$ cat src/hw/rtl/twrm_pkg.sv
package twrm_pkg;

  localparam int NOW_W    = 63;
  localparam int TOD_W    = 17;
  localparam int MIN_W    = 11;
  localparam int OFFSET_W = 17;
  localparam int HITS_W   = 32;
  localparam int IDX_W    = 4;

  localparam logic [TOD_W-1:0] SECONDS_PER_DAY = 17'd86400;
  localparam int SECONDS_PER_MINUTE = 60;
  localparam int MINUTES_PER_HOUR   = 60;

  // floor(x / 60) = (x * DIV_RECIP) >> DIV_SHIFT, exact for x < 161319
  localparam int DIV_SHIFT = 23;
  localparam int RECIP_W   = 18;
  localparam int DIV_RECIP = (2**DIV_SHIFT + SECONDS_PER_MINUTE - 1) / SECONDS_PER_MINUTE;

  localparam logic signed [OFFSET_W-1:0] OFFSET_RESET = 17'sd28800;

  localparam logic OP_WRITE  = 1'b0;
  localparam logic OP_PACKET = 1'b1;

  typedef struct packed {
    logic             op;
    logic [IDX_W-1:0] rule_index;
    logic [4:0]       open_hour;
    logic [5:0]       start_minute;
    logic [4:0]       close_hour;
    logic [5:0]       end_minute;
    logic             drop_action;
    logic             rule_enable;
    logic [NOW_W-1:0] now_seconds;
  } in_item_t;

  typedef struct packed {
    logic              verdict;
    logic              time_hit;
    logic [IDX_W-1:0]  hit_index;
    logic [HITS_W-1:0] hit_count;
  } out_item_t;

  typedef struct packed {
    logic             done;
    logic [MIN_W-1:0] minute;
  } tod_res_t;

endpackage

$ cat src/hw/rtl/twrm_tod.sv
module twrm_tod (
  input  logic                                  clk,
  input  logic                                  rst_n,
  input  logic                                  start,
  input  logic [twrm_pkg::NOW_W-1:0]            now_seconds,
  input  logic signed [twrm_pkg::OFFSET_W-1:0]  offset,
  output twrm_pkg::tod_res_t                    res
);
  import twrm_pkg::*;

  localparam int CHUNK   = 8;
  localparam int CHUNKS  = 8;
  localparam int SHIFT_W = CHUNK * CHUNKS;
  localparam int CNT_W   = $clog2(CHUNKS);
  localparam int PROD_W  = TOD_W + RECIP_W;
  localparam int SUM_W   = TOD_W + 2;

  localparam logic [1:0] T_IDLE = 2'd0;
  localparam logic [1:0] T_FOLD = 2'd1;
  localparam logic [1:0] T_OFFS = 2'd2;
  localparam logic [1:0] T_MUL  = 2'd3;

  localparam logic signed [SUM_W-1:0] DAY_S = SUM_W'(SECONDS_PER_DAY);

  logic [1:0]         state_r, state_nxt;
  logic [CNT_W-1:0]   cnt_r, cnt_nxt;
  logic [SHIFT_W-1:0] shift_r, shift_nxt;
  logic [TOD_W-1:0]   rem_r, rem_nxt;
  logic [TOD_W-1:0]   tod_r, tod_nxt;
  logic [PROD_W-1:0]  prod_r;
  logic               done_r, done_nxt;

  logic [TOD_W-1:0]       rem_fold;
  logic [TOD_W:0]         fold_t;
  logic signed [SUM_W-1:0] sum_s;
  logic signed [SUM_W-1:0] adj_s;

  // Residue mod 86400, eight bits MSB first per cycle; each bit is one
  // double-and-reduce, and since rem < 86400 one subtract is enough.
  always_comb begin
    rem_fold = rem_r;
    fold_t   = '0;
    for (int i = 0; i < CHUNK; i++) begin
      fold_t = {rem_fold, shift_r[SHIFT_W-1-i]};
      if (fold_t >= {1'b0, SECONDS_PER_DAY}) begin
        fold_t = fold_t - {1'b0, SECONDS_PER_DAY};
      end
      rem_fold = fold_t[TOD_W-1:0];
    end
  end

  // offset is in [-65536, 65535], so one correction either way
  always_comb begin
    sum_s = $signed({2'b00, rem_r}) + $signed({{2{offset[OFFSET_W-1]}}, offset});
    if (sum_s < 0) begin
      adj_s = sum_s + DAY_S;
    end else if (sum_s >= DAY_S) begin
      adj_s = sum_s - DAY_S;
    end else begin
      adj_s = sum_s;
    end
  end

  always_comb begin
    state_nxt = state_r;
    cnt_nxt   = cnt_r;
    shift_nxt = shift_r;
    rem_nxt   = rem_r;
    tod_nxt   = tod_r;
    done_nxt  = 1'b0;
    case (state_r)
      T_IDLE: begin
        if (start) begin
          shift_nxt = SHIFT_W'(now_seconds);
          rem_nxt   = '0;
          cnt_nxt   = '0;
          state_nxt = T_FOLD;
        end
      end
      T_FOLD: begin
        rem_nxt   = rem_fold;
        shift_nxt = shift_r << CHUNK;
        cnt_nxt   = cnt_r + 1'b1;
        if (cnt_r == CNT_W'(CHUNKS - 1)) begin
          state_nxt = T_OFFS;
        end
      end
      T_OFFS: begin
        tod_nxt   = adj_s[TOD_W-1:0];
        state_nxt = T_MUL;
      end
      T_MUL: begin
        done_nxt  = 1'b1;
        state_nxt = T_IDLE;
      end
      default: begin
        state_nxt = T_IDLE;
      end
    endcase
  end

  always_ff @(posedge clk) begin
    if (!rst_n) begin
      state_r <= T_IDLE;
      done_r  <= 1'b0;
    end else begin
      state_r <= state_nxt;
      done_r  <= done_nxt;
    end
  end

  always_ff @(posedge clk) begin
    cnt_r   <= cnt_nxt;
    shift_r <= shift_nxt;
    rem_r   <= rem_nxt;
    tod_r   <= tod_nxt;
    if (state_r == T_MUL) begin
      prod_r <= PROD_W'(tod_r) * PROD_W'(DIV_RECIP);
    end
  end

  assign res.done   = done_r;
  assign res.minute = prod_r[DIV_SHIFT +: MIN_W];

endmodule

$ cat src/hw/rtl/time_window_rule_matcher.sv
// Write item: result registered from ST_WRITE; next item may start as it shows.
// Packet item: twrm_tod turns now_seconds into a local minute, then the rule
// memory is scanned one slot per cycle until the first matching slot or the last.
// One item at a time: busy stays high until the result shows, and the strobe is
// never held off by the receiver. Reset clears every rule's valid bit and sets
// the UTC offset to 28800 s; rule memory contents are left as they are.
module time_window_rule_matcher #(
  parameter int RULE_SLOTS = 16
) (
  input  logic                                  clk,
  input  logic                                  rst_n,
  input  logic                                  start,
  output logic                                  busy,
  input  twrm_pkg::in_item_t                    in_item,
  output logic                                  out_strobe,
  output twrm_pkg::out_item_t                   out_item,
  input  logic                                  cfg_we,
  input  logic signed [twrm_pkg::OFFSET_W-1:0]  cfg_wdata
);
  import twrm_pkg::*;

  localparam int SLOT_W = (RULE_SLOTS > 1) ? $clog2(RULE_SLOTS) : 1;
  localparam int CNT_W  = $clog2(RULE_SLOTS + 1);

  localparam logic [1:0] ST_IDLE  = 2'd0;
  localparam logic [1:0] ST_WRITE = 2'd1;
  localparam logic [1:0] ST_TOD   = 2'd2;
  localparam logic [1:0] ST_SCAN  = 2'd3;

  // One rule slot as held in memory (window bounds in minutes of day).
  typedef struct packed {
    logic [MIN_W-1:0]  win_start;
    logic [MIN_W-1:0]  win_end;
    logic              drop;
    logic [HITS_W-1:0] hits;
  } rule_entry_t;

  function automatic logic in_window(input logic [MIN_W-1:0] now_min,
                                     input logic [MIN_W-1:0] lo,
                                     input logic [MIN_W-1:0] hi);
    logic res;
    if (lo > hi) begin
      // window wraps past midnight
      res = (now_min >= lo) || (now_min <= hi);
    end else begin
      res = (now_min >= lo) && (now_min <= hi);
    end
    return res;
  endfunction

  // ---------------------------------------------------------------- state
  logic [1:0]                   state_r, state_nxt;
  logic signed [OFFSET_W-1:0]   cfg_offset_r;
  logic [RULE_SLOTS-1:0]        slot_valid_r, slot_valid_nxt;
  logic [MIN_W-1:0]             minute_r, minute_nxt;
  logic [CNT_W-1:0]             issue_cnt_r, issue_cnt_nxt;
  logic                         rd_live_r, rd_live_nxt;
  logic [SLOT_W-1:0]            rd_slot_r, rd_slot_nxt;
  logic                         rd_vld_r;
  rule_entry_t                  rd_data_r;
  logic                         out_strobe_r, out_strobe_nxt;
  out_item_t                    out_item_r, out_item_nxt;

  // latched write item, window bounds already folded to minutes
  logic [IDX_W-1:0]             wr_index_r;
  logic [MIN_W-1:0]             wr_start_r;
  logic [MIN_W-1:0]             wr_end_r;
  logic                         wr_drop_r;
  logic                         wr_en_r;

  // rule memory: one write port, one registered read port
  rule_entry_t                  rule_mem [RULE_SLOTS];
  logic                         mem_we;
  logic [SLOT_W-1:0]            mem_waddr;
  rule_entry_t                  mem_wdata;
  logic                         mem_re;
  logic [SLOT_W-1:0]            mem_raddr;

  logic                         accept;
  logic                         wr_ok;
  logic [SLOT_W-1:0]            wr_addr;
  logic [MIN_W-1:0]             in_start_min;
  logic [MIN_W-1:0]             in_end_min;
  logic                         eval_hit;
  logic                         eval_last;
  logic [HITS_W-1:0]            new_hits;
  tod_res_t                     tod_res;

  assign busy   = (state_r != ST_IDLE);
  assign accept = start && !busy;

  assign in_start_min = MIN_W'(in_item.open_hour) * MIN_W'(MINUTES_PER_HOUR)
                      + MIN_W'(in_item.start_minute);
  assign in_end_min   = MIN_W'(in_item.close_hour) * MIN_W'(MINUTES_PER_HOUR)
                      + MIN_W'(in_item.end_minute);

  // Slots beyond the table are silently dropped on write.
  assign wr_ok   = 32'(wr_index_r) < RULE_SLOTS;
  assign wr_addr = SLOT_W'(wr_index_r);

  // -------------------------------------------------------- time of day
  // Runs in parallel with nothing else: started straight off the accept edge.
  twrm_tod u_tod (
    .clk         (clk),
    .rst_n       (rst_n),
    .start       (accept && (in_item.op == OP_PACKET)),
    .now_seconds (in_item.now_seconds),
    .offset      (cfg_offset_r),
    .res         (tod_res)
  );

  // --------------------------------------------------------------- scan
  // Reads are issued one slot per cycle; the slot read last cycle is judged
  // now. The first hit stops the scan and writes the bumped counter back in
  // the same cycle; any read still in flight is discarded. No write can
  // overlap a read of the same entry since items never overlap.
  assign eval_hit  = rd_live_r && rd_vld_r &&
                     in_window(minute_r, rd_data_r.win_start, rd_data_r.win_end);
  assign eval_last = rd_live_r && (rd_slot_r == SLOT_W'(RULE_SLOTS - 1));
  assign new_hits  = rd_data_r.hits + HITS_W'(1);

  always_comb begin
    state_nxt      = state_r;
    slot_valid_nxt = slot_valid_r;
    minute_nxt     = minute_r;
    issue_cnt_nxt  = issue_cnt_r;
    rd_live_nxt    = 1'b0;
    rd_slot_nxt    = rd_slot_r;
    out_strobe_nxt = 1'b0;
    out_item_nxt   = out_item_r;
    mem_we         = 1'b0;
    mem_waddr      = wr_addr;
    mem_wdata      = '0;
    mem_re         = 1'b0;
    mem_raddr      = issue_cnt_r[SLOT_W-1:0];

    case (state_r)
      ST_IDLE: begin
        if (start) begin
          state_nxt = (in_item.op == OP_WRITE) ? ST_WRITE : ST_TOD;
        end
      end

      ST_WRITE: begin
        // a rewrite always restarts the slot's hit count
        if (wr_ok) begin
          mem_we                  = 1'b1;
          mem_wdata.win_start     = wr_start_r;
          mem_wdata.win_end       = wr_end_r;
          mem_wdata.drop          = wr_drop_r;
          mem_wdata.hits          = '0;
          slot_valid_nxt[wr_addr] = wr_en_r;
        end
        out_strobe_nxt = 1'b1;
        out_item_nxt   = '0;
        state_nxt      = ST_IDLE;
      end

      ST_TOD: begin
        if (tod_res.done) begin
          minute_nxt    = tod_res.minute;
          issue_cnt_nxt = '0;
          state_nxt     = ST_SCAN;
        end
      end

      ST_SCAN: begin
        if (issue_cnt_r != CNT_W'(RULE_SLOTS)) begin
          mem_re        = 1'b1;
          rd_live_nxt   = 1'b1;
          rd_slot_nxt   = mem_raddr;
          issue_cnt_nxt = issue_cnt_r + 1'b1;
        end
        if (eval_hit) begin
          mem_we                 = 1'b1;
          mem_waddr              = rd_slot_r;
          mem_wdata              = rd_data_r;
          mem_wdata.hits         = new_hits;
          out_strobe_nxt         = 1'b1;
          out_item_nxt.verdict   = rd_data_r.drop;
          out_item_nxt.time_hit  = 1'b1;
          out_item_nxt.hit_index = IDX_W'(rd_slot_r);
          out_item_nxt.hit_count = new_hits;
          rd_live_nxt            = 1'b0;
          state_nxt              = ST_IDLE;
        end else if (eval_last) begin
          // no rule matched: accept, unmarked
          out_strobe_nxt = 1'b1;
          out_item_nxt   = '0;
          rd_live_nxt    = 1'b0;
          state_nxt      = ST_IDLE;
        end
      end

      default: begin
        state_nxt = ST_IDLE;
      end
    endcase
  end

  // ------------------------------------------------------------ registers
  always_ff @(posedge clk) begin
    if (!rst_n) begin
      state_r      <= ST_IDLE;
      cfg_offset_r <= OFFSET_RESET;
      slot_valid_r <= '0;
      rd_live_r    <= 1'b0;
      out_strobe_r <= 1'b0;
    end else begin
      state_r      <= state_nxt;
      slot_valid_r <= slot_valid_nxt;
      rd_live_r    <= rd_live_nxt;
      out_strobe_r <= out_strobe_nxt;
      if (cfg_we) begin
        cfg_offset_r <= cfg_wdata;
      end
    end
  end

  always_ff @(posedge clk) begin
    minute_r    <= minute_nxt;
    issue_cnt_r <= issue_cnt_nxt;
    rd_slot_r   <= rd_slot_nxt;
    out_item_r  <= out_item_nxt;
    if (accept) begin
      wr_index_r <= in_item.rule_index;
      wr_start_r <= in_start_min;
      wr_end_r   <= in_end_min;
      wr_drop_r  <= in_item.drop_action;
      wr_en_r    <= in_item.rule_enable;
    end
  end

  // rule memory
  always_ff @(posedge clk) begin
    if (mem_we) begin
      rule_mem[mem_waddr] <= mem_wdata;
    end
  end

  always_ff @(posedge clk) begin
    if (mem_re) begin
      rd_data_r <= rule_mem[mem_raddr];
      rd_vld_r  <= slot_valid_r[mem_raddr];
    end
  end

  assign out_strobe = out_strobe_r;
  assign out_item   = out_item_r;

endmodule

$ cat config.mk
export PLATFORM = sky130hd
export DESIGN_NAME = time_window_rule_matcher
export DESIGN_NICKNAME = d
export VERILOG_FILES = /design/src/hw/rtl/twrm_pkg.sv /design/src/hw/rtl/twrm_tod.sv /design/src/hw/rtl/time_window_rule_matcher.sv
export SDC_FILE = /design/constraint.sdc
export NUM_CORES = 2
export LEC_CHECK = 0
export BUFFER_PORTS_ARGS = -buffer_cell sky130_fd_sc_hd__buf_2
export CAP_MARGIN = 10
export CORE_MARGIN = 3
export CORE_UTILIZATION = 35
export DETAILED_ROUTE_END_ITERATION = 8
export PLACE_DENSITY = 0.61
export REMOVE_ABC_BUFFERS = 1
export SLEW_MARGIN = 25
export SYNTH_ARGS = -nofsm -noshare
export SYNTH_HDL_FRONTEND = slang
export SYNTH_SLANG_ARGS = --single-unit
$ cat constraint.sdc
create_clock -name clk -period 14.7 [get_ports clk]
set_clock_uncertainty 0.1 [all_clocks]
set_input_delay 2.94 -clock clk [delete_from_list [all_inputs] [get_ports clk]]
set_output_delay 2.94 -clock clk [all_outputs]
set_load 0.005 [all_outputs]
Word level (Yosys, flattened, before mapping) --
Memory sizes are Yosys's and may differ from the RTL's. A register that Yosys moved wholly into a read port is not among the register bits. Index checks and enable logic that the tools add are counted.
Cells by class: $add $sub $neg 16, $mul 3, magnitude comparators 16, equality and inequality tests 15, muxes and demuxes 51, bitwise gates (word level) 2, reduce and logical (&&, ||, !) cells 23
Operator list (count):
- $mux 17 | 11
- $sub 17x17->17 const B | 9
- $ge 18x17->1 const B | 8
- $pmux 64 s2 | 1
- $pmux 55 s2 | 1
- $mux 38 | 2
- $pmux 38 s2 | 1
- $mux 64 | 1
- $mux 55 | 1
- $mul 17x18->34 const B | 1
- $pmux 17 s2 | 1
- $add 32x1->32 const B | 1
- $add 11x6->11 | 2
- $add 18x17->19 | 1
- $ge 19x18->1 const B | 1
- $lt 19x1->1 const B | 1
- $mul 5x4->9 const B | 2
- $add 17x17->17 const B | 1
- $bwmux 16 | 1
- $pmux 2 s4 | 2
- $mux 2 | 7
- $ge 11x11->1 | 1
- $gt 11x11->1 | 1
- $le 11x11->1 | 1
- 30 further kinds | 67
Storage, ports and cells: register bits after elaboration 262, bits in writable memories 880, input port bits 113, word-level logic and storage cells 152, memories 1
Memory list:
- rule_mem | words 16, bits a word 55, rd ports 1, clocked after memory_dff 1, write ports 1, line time_window_rule_matcher.sv:72 | rule_entry_t rule_mem [RULE_SLOTS];

Longest topological paths before layout --
depth after elaboration 17, depth in mapped cells 55, gate-level depth less buffers 47

Modules after synthesis --
Synthesis repeated with hierarchy kept, for this count alone.
Second synthesis, totals: cells, all modules 3401, area total of the unflattened synthesis 55315.6 um^2
Modules (own cells, without submodules):
- time_window_rule_matcher | times used 1, cells an instance 2079, area each 42468.2 um^2, seq. area each 31430.1 um^2
- twrm_tod | times used 1, cells an instance 1322, area each 12847.3 um^2, seq. area each 3423.3 um^2

Least setup slack after synthesis --
Ideal clock, no wire load.
kind reg-to-reg, start reg u_tod.rem_r[7], end reg u_tod.rem_r[12], data pin, library setup time 0.261 ns, data arrival time 11.531 ns, required time 14.339 ns, setup slack 2.808 ns, cell stages (with the launch flop) 52, buffers on the path 7, period minus slack after synthesis 11.892 ns, cells stage by stage edfxtp_1 -> a2111o_1 -> o211a_1 -> nor3_1 -> nor2_1 -> ha_1 -> and4b_1 -> o31ai_4 -> a21o_1 -> buf_4 -> xnor2_1 -> ha_1 -> nand3_1 -> and4_4 -> buf_6 -> o31a_1 -> buf_2 -> xnor2_1 -> (+16 left out) -> ha_1 -> clkbuf_1 -> inv_1 -> nor3b_1 -> o2111ai_1 -> o2111ai_2 -> a21oi_4 -> xnor2_1 -> ha_1 -> nand3b_1 -> o311a_1 -> a221o_1 -> buf_2 -> a22o_1 -> a221o_1 -> a2111oi_4 -> nor2_1 -> a311o_1
On the way: longest elaborated chain between the ends 17
Ends and longest elaborated chain:
- start, declared | line twrm_tod.sv:28 | logic [TOD_W-1:0] rem_r, rem_nxt;
- start signal, assigned | line twrm_tod.sv:115 | rem_r <= rem_nxt;
- $sub 17x17->17 or $ge 18x17->1 (tied branches) | line twrm_tod.sv:46, twrm_tod.sv:45
- $mux 17 (*) | line twrm_tod.sv:45 | if (fold_t >= {1'b0, SECONDS_PER_DAY}) begin
- $sub 17x17->17 or $ge 18x17->1 (tied branches) | line twrm_tod.sv:46, twrm_tod.sv:45
- $mux 17 (*) | line twrm_tod.sv:45
- $sub 17x17->17 or $ge 18x17->1 (tied branches) | line twrm_tod.sv:46, twrm_tod.sv:45
- $mux 17 (*) | line twrm_tod.sv:45
- $ge 18x17->1 or $sub 17x17->17 (tied branches) | line twrm_tod.sv:45, twrm_tod.sv:46
- $mux 17 (*) | line twrm_tod.sv:45
- $sub 17x17->17 or $ge 18x17->1 (tied branches) | line twrm_tod.sv:46, twrm_tod.sv:45
- $mux 17 (*) | line twrm_tod.sv:45
- $sub 17x17->17 or $ge 18x17->1 (tied branches) | line twrm_tod.sv:46, twrm_tod.sv:45
- $mux 17 (*) | line twrm_tod.sv:45
- $sub 17x17->17 or $ge 18x17->1 (tied branches) | line twrm_tod.sv:46, twrm_tod.sv:45
- $mux 17 (*) | line twrm_tod.sv:45
- $sub 17x17->17 or $ge 18x17->1 (tied branches) | line twrm_tod.sv:46, twrm_tod.sv:45
- $mux 17 (*) | line twrm_tod.sv:45
- $pmux 17 s2 (*) | line twrm_tod.sv:71 | case (state_r)
Every way passes the cells marked *; elsewhere a longest branch is shown, timed or not. A chain may end at the register's enable or synchronous reset.

Worst setup path after layout --
start reg u_tod.rem_r[8], end reg u_tod.rem_r[12], data pin
The elaborated chain is that of the path after synthesis.

==> metrics.csv <==
stage;metric;value;unit
status;status;completed;
worst_setup_path;endpoint_kind;flip-flop;
min_path;min_path_type;flip-flop to flip-flop;
worst_setup_path;slowest_stage;a2111oi_4;
placement;hpwlAfterDp;77500;µm
global_routing;grt_antenna_before_repair;17;
synthesis;synth_edf_count;1134;
synthesis;synthTopCellsByArea;edfxtp_1 (62%), mux4_2 (11%), ha_1 (4.9%);
synthesis;syn_avg_cell_area;16.4;µm²
synthesis;yosysTopAreaCellShare;61.7;%
final_layout;final_common_cell;edfxtp_1;
global_routing;grt_pass1_wl;195000;µm
synthesis;yosys_warnings;0;
floorplan;dieWidth;403;µm
synthesis;synthFlopType;edfxtp_1;
routing;vias_per_cell;5.30;
final_layout;area_growth;13.2;%
synthesis;syn_area;55100;µm²
routing;drt_first_iter_violations;2577;
final_layout;drive_gt1_share;21.7;%
placement;dp_cells;5507;
routing;antenna_left;0;
placement;io_buffers;152;
routing;wl_met2;64000;µm
worst_setup_path;required;15.05;ns
global_routing;grt_max_degree;156;
sta;slew_headroom;28.3;%
synthesis;seq_area_frac_synth;63.2;%
clock_tree;root_buffer;clkbuf_16;
synthesis;async_flop_share;0;%
clock_tree;cts.clk_slew.worst_paths;0.07;ns
sta;worst_pin_slew;1.08;ns
worst_setup_path;cpPeakStageDelay;0.62;ns
worst_setup_path;worstPathArrival;14.01;ns
sta;drv_slew;0;
sta;tns;0;ns
routing;wl_met1;54000;µm
routing;highest_layer;met5;
floorplan;rows;145;
routing;drt-wirelength-per-cell;22.3;µm
sta;max_freq;0.0732;GHz
global_routing;grt_usage;15.6;%
final_layout;final_cells;5728;
clock_tree;ctsHtreeMaxLevel;3;
flow_run;drv_cap;0;
floorplan;die-area;162000;µm²
clock_tree;numCtsBuffers;115;
floorplan;die_h;403;µm
worst_setup_path;critPathLaunchType;flip-flop;
sta;finalCritPeriodShare;93.0;%
sta;finalHoldViolations;0;
sta;setup_violations;0;
worst_setup_path;critical_path_class;flip-flop to flip-flop;
global_routing;grt_pass1_vias;31300;
clock_tree;cts.sinks;1174;
worst_setup_path;cp_max_fo;12;
clock_tree;cts_tree;yes;
final_layout;fin_nets;3951;
routing;wl_met3;7330;µm
floorplan;core;156000;µm²
synthesis;synth_cell_type_count;110;
placement;finalWeightedCongestion;0.833;
synthesis;synthesis.instances;3363;
routing;route.detailed.drc;0;
worst_setup_path;cp_common_cell;ha_1;
global_routing;overflow;0;
floorplan;start_util;35.3;%
routing;routed_wl;128000;µm
clock_tree;clockBufferDepth;3;
floorplan;ios;153;
synthesis;yosys_register_bits;1174;
synthesis;yosys.area.top_type;edfxtp_1;
routing;drt-pass1-iter-count;5;
final_layout;final_cell_mix;edfxtp_1 (1,134), mux4_2 (280), ha_1 (217);
sta;min_period;13.66;ns
clock_tree;clock_latency;0.74;ns
sta;rsz0062_at_grt;no;
routing;vias;30400;
-- worst max-delay path: cells and delay by family, from the launching register on --
| kind | cells | cell delay [ns] |
|---|---|---|
| compound gates | 21 | 7.36 |
| simple gates | 10 | 1.88 |
| xor+xnor | 4 | 0.97 |
| buf+inv | 3 | 0.47 |
| mux | 1 | 0.41 |
| flops | 1 | 0.56 |
| fa+ha+maj | 5 | 1.63 |
-- Yosys cell counts, drive strengths merged, types with 7 or more instances --
library cell  instances
a2111oi              10
a211oi               26
a21boi               21
a21o                 27
a21oi                89
a221oi                9
a22o                  8
a311oi                7
a31oi                16
and2                 31
and3                 18
buf                  42
clkbuf               88
dfxtp                40
edfxtp             1134
fa                   53
ha                  218
inv                 173
mux2                 64
mux2i                38
mux4                280
nand2               111
nand2b               21
nand3                68
nand4                26
nor2                178
nor2b                53
nor3                 34
nor3b                 7
nor4                 15
o211a                11
o211ai               26
o21a                 18
o21ai                92
o21bai               12
o22ai                12
o31a                  8
o31ai                13
or2                   9
or3                  10
or4                   8
xnor2                84
xor2                 58
-- worst paths after layout --
kind | cells past startpoint | to | startpoint | slack [ns]
hold reg to reg | 0 | minute_r[3]$_DFFE_PP_ | u_tod.prod_r[26]$_DFFE_PP_ | 0.31
setup reg to reg | 44 | u_tod.rem_r[12]$_SDFFCE_PN0P_ | u_tod.rem_r[8]$_SDFFCE_PN0P_ | 1.04
hold / removal | 0 | minute_r[3]$_DFFE_PP_ | u_tod.prod_r[26]$_DFFE_PP_ | 0.31
setup / recovery | 44 | u_tod.rem_r[12]$_SDFFCE_PN0P_ | u_tod.rem_r[8]$_SDFFCE_PN0P_ | 1.04
-- per-stage QoR --
step           hold WS (ns)  util, %  area (µm²)  worst slack (ns)
4_1_cts               0.316     39.9       62400             0.991
3_3_place_gp          0.304     37.5       58600              1.13
3_5_place_dp          0.305     37.5       58700              1.07
6_report              0.314     39.9       62400              1.04
5_1_grt               0.324     39.9       62400            0.0631
2_1_floorplan         0.300        -       54600              1.37
-- cell type report --
cell class / instances / area, µm²
Antenna cell: 9 / 22.5
Sequential cell: 1174 / 34900
Inverter: 173 / 649
Tap cell: 2058 / 2570
Clock buffer: 151 / 3030
Timing Repair Buffer: 217 / 1320
Clock inverter: 60 / 668
Multi-Input combinational cell: 1886 / 19300
Fill cell: 14200 / 93900
-- registers in the layout, summed over array words and instances, names as in the netlist, 16 cells and up --
| name | flops |
|---|---|
| u_tod.rem_r | 17 |
| u_tod.tod_r | 17 |
| rd_data_r | 55 |
| cfg_offset_r | 17 |
| rule_mem | 880 |
| slot_valid_r | 16 |
| out_item | 38 |
| u_tod.shift_r | 64 |
-- routing by layer --
metal | track usage, % | vias to the layer above
met2 | 26.9 | 847
met3 | 2.59 | 185
met1 | 20.5 | 15600
met4 | 4.19 | 12
li1 | - | 13700
met5 | 0 | -
-- repair_timing --
action | in CTS | in global routing
hold buffers | 0 | 0
gates resized for setup | 0 | 6
setup endpoints to repair | 0 | 8
buffers inserted | 0 | 0
-- cells by family (layout without fill, tap and decap cells) --
| logic type | count (synthesis) | in the layout | share of synthesized area [%] |
|---|---|---|---|
| adders and majority gates | 272 | 272 | 6.89 |
| AOI/OAI and AO/OA | 482 | 482 | 6.48 |
| other | 0 | 9 | 0 |
| and+or+nand+nor | 608 | 608 | 5.56 |
| DFF | 1174 | 1174 | 63.2 |
| muxes | 382 | 382 | 13.4 |
| buffers and inverters | 303 | 601 | 2.15 |
| xor gates and xnor gates | 142 | 142 | 2.28 |
Power is left out: the tool's default activity adds up to more than one toggle a clock period on the data nets, which glitch-free logic cannot reach.
